===== config.mk =====
export PLATFORM = sky130hd
export DESIGN_NAME = swq_cell
export DESIGN_NICKNAME = d
export VERILOG_FILES = /design/src/hdl/swq_pkg.sv /design/src/hdl/swq_cell.sv
export SDC_FILE = /design/constraint.sdc
export NUM_CORES = 1
export LEC_CHECK = 0
export BUFFER_PORTS_ARGS = -buffer_cell sky130_fd_sc_hd__buf_4
export CAP_MARGIN = 20
export CORE_ASPECT_RATIO = 1.2
export CORE_MARGIN = 5
export CORE_UTILIZATION = 30
export CTS_CLUSTER_SIZE = 10
export DETAILED_ROUTE_END_ITERATION = 8
export GPL_ROUTABILITY_DRIVEN = 0
export PLACE_DENSITY = 0.58
export SYNTH_ARGS = -nofsm -noshare
export SYNTH_HDL_FRONTEND = slang
export SYNTH_SLANG_ARGS = --single-unit

===== constraint.sdc =====
create_clock -name clk -period 4.2 [get_ports clk]
set_input_delay 0.42 -clock clk [delete_from_list [all_inputs] [get_ports clk]]
set_output_delay 0.42 -clock clk [all_outputs]
set_load 0.005 [all_outputs]

===== src/hdl/swq_pkg.sv =====
// shared types for the sliding window quantile unit
package swq_pkg;

  localparam int WINDOW_MAX_DEF  = 512;
  localparam int SAMPLE_BITS_DEF = 24;
  localparam int LEN_BITS        = 10;
  localparam int Q_BITS          = 17;
  localparam int FRAC_BITS       = 16;
  localparam logic [LEN_BITS-1:0] LEN_RESET = 10'd300;
  localparam logic [Q_BITS-1:0]   Q_RESET   = 17'd64225;
  localparam logic [Q_BITS-1:0]   Q_ONE     = 17'd65536;

  typedef enum logic [0:0] {
    REG_WINDOW_LENGTH     = 1'b0,
    REG_QUANTILE_FRACTION = 1'b1
  } reg_idx_t;

  typedef enum logic [1:0] {
    ST_IDLE,
    ST_UPDATE,
    ST_SELECT,
    ST_INTERP
  } state_t;

  // broadcast control for the sorted cell row
  typedef struct packed {
    logic upd;    // apply insert and evict this cycle
    logic evict;  // oldest sample leaves the window
    logic vle;    // evicted value is <= new sample
  } cell_ctrl_t;

endpackage


===== src/hdl/swq_cell.sv =====
// one slot of the sorted window: holds, shifts left, shifts right or takes the new sample
module swq_cell #(
  parameter int SB  = 24,
  parameter int CW  = 10,
  parameter int IDX = 0
) (
  input  logic                  clk,
  input  swq_pkg::cell_ctrl_t   ctrl,
  input  logic signed [SB-1:0]  x,
  input  logic signed [SB-1:0]  v,
  input  logic [CW-1:0]         n_before,
  input  logic signed [SB-1:0]  s_prev,
  input  logic signed [SB-1:0]  s_next,
  input  logic                  m_prev,
  input  logic                  g_prev,
  input  logic                  g_next,
  output logic signed [SB-1:0]  s,
  output logic                  m,
  output logic                  g
);
  import swq_pkg::*;

  logic lt;
  logic gt;
  logic signed [SB-1:0] s_next_val;

  // g: slot lies past the insert point, m: slot lies at or past the evicted entry
  assign g = (32'(IDX) >= 32'(n_before)) || (s > x);
  assign m = ctrl.evict && (s >= v);

  assign lt = ctrl.vle ? !g_next : !g;
  assign gt = ctrl.vle ? g : g_prev;

  always_comb begin
    if (lt) begin
      s_next_val = m ? s_next : s;
    end else if (gt) begin
      s_next_val = m_prev ? s : s_prev;
    end else begin
      s_next_val = x;
    end
  end

  always_ff @(posedge clk) begin
    if (ctrl.upd) begin
      s <= s_next_val;
    end
  end

endmodule


== Yosys cells after proc, flatten, opt, wreduce, memory -nomap -nowiden ==
Cells that the tools add are included.

* Magnitude comparators: 3
* Equal/unequal tests: 2
* Reduce and logical (&&, ||, !) cells: 5
* Mux-type cells: 6

{| class="wikitable"
|+ Operators with widths
! cell !! number
|-
| $mux W24 || 4
|-
| $ge A24 B24 Y1 || 1
|-
| $gt A24 B24 Y1 || 1
|-
| $ge A1 B10 Y1 const A || 1
|-
| $ne A3 B3 Y1 const B || 1
|-
| $reduce_and A3 Y1 || 1
|-
| $logic_not A1 Y1 || 2
|-
| $mux W1 || 2
|-
| $ne A2 B2 Y1 const B || 1
|-
| $logic_and A1 B1 Y1 || 1
|-
| $logic_or A1 B1 Y1 || 1
|}

* Word-level logic and storage cells: 17
* Register bits: 24
* Bits of input ports: 113

== Depth between registers and ports, before layout ==
* Depth after elaboration: 6
* Depth in mapped cells: 11
* Mapped depth without buffers: 9

== Worst setup path after synthesis ==
Ideal clock, no wire load.

* Kind: input port to flip-flop
* Start point: input port v[3]
* End point: register s[0], enable pin
* Data arrival time: 3,785 ps
* Data required time: 3,755 ps
* Stages: 8
* Path buffers: 0
* Slack: -30 ps
* Path through: inv_1 ha_1 a2111oi_0 a211o_1 a41o_1 a21oi_1 a311o_1 a221oi_1

* Cells in the longest elaborated chain, start to end: 4

{| class="wikitable"
|+ RTL lines
! element !! line !! source
|-
| start, declared || swq_cell.sv:10 || <nowiki>input logic signed [SB-1:0] v,</nowiki>
|-
| $ge A24 B24 Y1 || swq_cell.sv:29 || <nowiki>assign m = ctrl.evict && (s >= v);</nowiki>
|-
| $logic_and A1 B1 Y1 || swq_cell.sv:29 ||
|-
| $ne A2 B2 Y1 (no source line) || - ||
|-
| $reduce_and A3 Y1 (no source line) || - ||
|-
| end signal, assigned || swq_cell.sv:46 || <nowiki>s <= s_next_val;</nowiki>
|-
| end, declared || swq_cell.sv:17 || <nowiki>output logic signed [SB-1:0] s,</nowiki>
|}

Every way passes these cells.
A chain may end at the register's enable or synchronous reset.

== Worst setup path after layout ==
* Start point: register s[23]
* End point: register s[13], data pin

* Cells in the longest elaborated chain, start to end: 5
* Elaborated cells on any way between the ends: 7
* Classes of those cells: 1 x order compare; 4 x mux; 2 x reduce/logical

{| class="wikitable"
|+ RTL lines
! element !! line !! source
|-
| $gt A24 B24 Y1 * || swq_cell.sv:28 || <nowiki>assign g = (32'(IDX) >= 32'(n_before)) || (s > x);</nowiki>
|-
| $logic_or A1 B1 Y1 * || swq_cell.sv:28 ||
|-
| $mux W1 / $logic_not A1 Y1 (equally long branches) || swq_cell.sv:32, swq_cell.sv:31 ||
|-
| $mux W24 / $mux W1 (equally long branches) || swq_cell.sv:37, swq_cell.sv:31 ||
|-
| $mux W24 * || swq_cell.sv:35 || <nowiki>if (lt) begin</nowiki>
|-
| net s_next_val[13] || swq_cell.sv:25 || <nowiki>logic signed [SB-1:0] s_next_val;</nowiki>
|}

The timed path passes the listed nets; every way through them passes the cells marked *.

==> metrics <==
transition time of the tightest slew-check pin 0.451 ns; most common library cells after synthesis 51 x sky130_fd_sc_hd__inv_1, 48 x sky130_fd_sc_hd__ha_1, 40 x sky130_fd_sc_hd__mux2_4; clock root buffer master sky130_fd_sc_hd__clkbuf_16; portion of the post-synthesis area used by sequential elements ~25%; share of Yosys cell area claimed by the top area cell type 25.4%; Clock H-tree levels 1; Finished Core Util 44.1%; global-route total usage across every layer 14.3%; maximum count of clock buffers along a single path 2; Die X 98.8 um; largest net degree at the start of global routing 25; number of enable-type register cells in the synthesized netlist 24; worst hold slack 0.454 ns; hold violation count in the final report 0; first-pass GRT wire length 13.0 mm; async set-reset flop share out of synthesis 0%; drt drc 0; grt total ovfl 0; FF-to-FF path depth 8; Initial DRC Count 57; standard-cell row count 39; drt pass-1 iters 4; height of the chip about 120 um; aggregate negative setup slack 0 ns; layout net count ~570; Port Buffer Count 138; area of the die 11500 um2; shortest period the worst path allows 3.26 ns; Setup-failing EPs final 0; critical path fanouts, max 13; number of antenna violations at the first check in global routing 0; sort of element at the end of the critical path flop; Largest register FFs 24; Max-cap violations 0; average routed wire per standard cell around 16 um; critical path endpoint s[13]$_DFFE_PP_; I/O pins 139; Cell Count, Final, Fillers Out 528; number of clock sinks 24; share of the clock period used by the worst path after layout 77.5%; post-synth top area cell sky130_fd_sc_hd__edfxtp_1; routed vias 2482; number of synthesis warnings 0; dominant cells by area after synthesis sky130_fd_sc_hd__edfxtp_1 25%, sky130_fd_sc_hd__ha_1 21%, sky130_fd_sc_hd__mux2_4 21%, sky130_fd_sc_hd__inv_1 6.7%, sky130_fd_sc_hd__mux2_2 3.2%; unrepaired setup endpoints after global routing no; count of inserted antenna diode cells 0; core box area around 9400 um2; pre-CTS setup slack 0.731 ns; largest registers s: 24 flops; post-placement cell count 524; static leakage 2.14 nW; hold_buf cts 0; max-slew violation total from the final report 0; Power per Cell Area 276 nW/um2; source of the critical timing path s[23]$_DFFE_PP_; Gates resized, CTS repair 0; Worst Path Class, Setup flop to flop; # Post-CTS Setup Buffers 0; worst vdd ir 0.207 mV; post-synthesis instance area 2840 um2; CTS clk-pin slew, worst paths 0.07 ns; Seq cells post-synth 24; maximum achievable frequency 0.307 GHz; synthesized area divided by synthesized cell count 10.8 um2; setup clock skew after layout 0.00328 ns; CTS tree done; syn_nets ~430; dominant synthesized flop cell sky130_fd_sc_hd__edfxtp_1; Distinct cells, synth 39; cells after synthesis approximately 260; kind of launch point of the worst setup path flop; Min-Delay Path Class input port to flop; Final HPWL DP 7.26 mm; worst reg2reg endpoint s[13]$_DFFE_PP_; vias in the first global route approximately 2700; count leader, synth sky130_fd_sc_hd__inv_1; Data required, critical path roughly 4.2 ns; share of post-route cells with drive strength above 1 49.6%; insertion delay of the later-clocked pin in the worst-skew pair 0.26 ns; antenna viol nets, final 0; result of the run finished clean; reg-to-reg startpoint s[23]$_DFFE_PP_; vias per cell between 4 and 5; Inserted Clock Buffers 3; data arrival at the endpoint of the critical path between 3 and 4 ns; initial core utilization 30.3%; relative slew slack 69.9%; area growth from synthesis to final layout 45.3%; wirelength, routed 8.41 mm; setup ws final 0.944 ns; register-to-register path setup slack 0.94 ns; Biggest register s
==> power breakdown <==
group | internal (W) | switching (W) | leakage (nW)
logic | 0.000305 | 0.000217 | 1.86
clock network | 0.000190 | 0.0000908 | 0.0511
registers | 0.000311 | 0.0000266 | 0.227
==> logic make-up after synthesis <==
family          share of synthesized area [%]
buf+inv                                  8.72
mux                                      24.3
fa+ha+maj                                21.1
compound gates                           11.6
simple gates                             8.85
flops                                    25.4
==> through the flow <==
stage | total power, W | cell area [um2]
after floorplan | 0.000660 | 2850
after global placement | 0.000867 | 4020
after detailed placement | 0.000873 | 4020
after CTS | 0.00117 | 4130
after global routing | 0.00122 | 4130
final | 0.00114 | 4130
==> final cells by class <==
cell class              count  area, um2
fillers                   941       5240
multi-input cells         184       1890
repair buffers            142       1070
flip-flops and latches     24        721
inverters                  51        191
well taps                 123        154
clock buffers               3       75.1
clock inverters             1       30.0
==> how the worst min path moves through the flow <==
stage          cells past startpoint  slack, ns               to  startpoint
2_1_floorplan                      1       0.64  s[10]$_DFFE_PP_  s_next[10]
3_3_place_gp                       2       0.72  s[17]$_DFFE_PP_  s_next[17]
6_report                           2       0.45  s[18]$_DFFE_PP_  s_next[18]
4_1_cts                            2       0.45  s[18]$_DFFE_PP_  s_next[18]
5_1_grt                            2       0.45  s[18]$_DFFE_PP_  s_next[18]
3_5_place_dp                       2       0.72  s[22]$_DFFE_PP_  s_next[22]
==> critical path: stages, from the launching register on <==
cell and delay (ns):
sky130_fd_sc_hd__edfxtp_1 0.42, sky130_fd_sc_hd__ha_1 0.35, sky130_fd_sc_hd__nand4_1 0.20, sky130_fd_sc_hd__nor4_2 0.44, sky130_fd_sc_hd__o311a_1 0.32, sky130_fd_sc_hd__o21a_1 0.16
sky130_fd_sc_hd__o21a_2 0.43, sky130_fd_sc_hd__buf_4 0.36, sky130_fd_sc_hd__mux2_4 0.33
==> routing by layer <==
| layer | up-vias | part of all wire [%] | global-route usage (%) |
|---|---|---|---|
| met3 | 4 | 8.0 | 3.64 |
| met4 | 0 | 0.83 | 3.19 |
| met2 | 92 | 52 | 26.8 |
| met5 | - | 0 | 0 |
| li1 | 1249 | - | - |
| met1 | 1137 | 39 | 16.2 |
==> cell usage in the layout (no fill, tap or decap), drive strengths merged, types with 2 or more instances in the layout <==
cell	count
buf	142
inv	51
ha	48
mux2	48
edfxtp	24
nand4	11
a21oi	10
o21ai	9
nand2	7
nand2b	6
nand3	4
nor4	4
a211oi	3
nor2	3
a21o	3
clkbuf	3
o21a	3
o211ai	3
o21bai	2
nor2b	2
and2	2
and3	2
a221oi	2
Note: power is estimated with default switching activity, not from simulation.
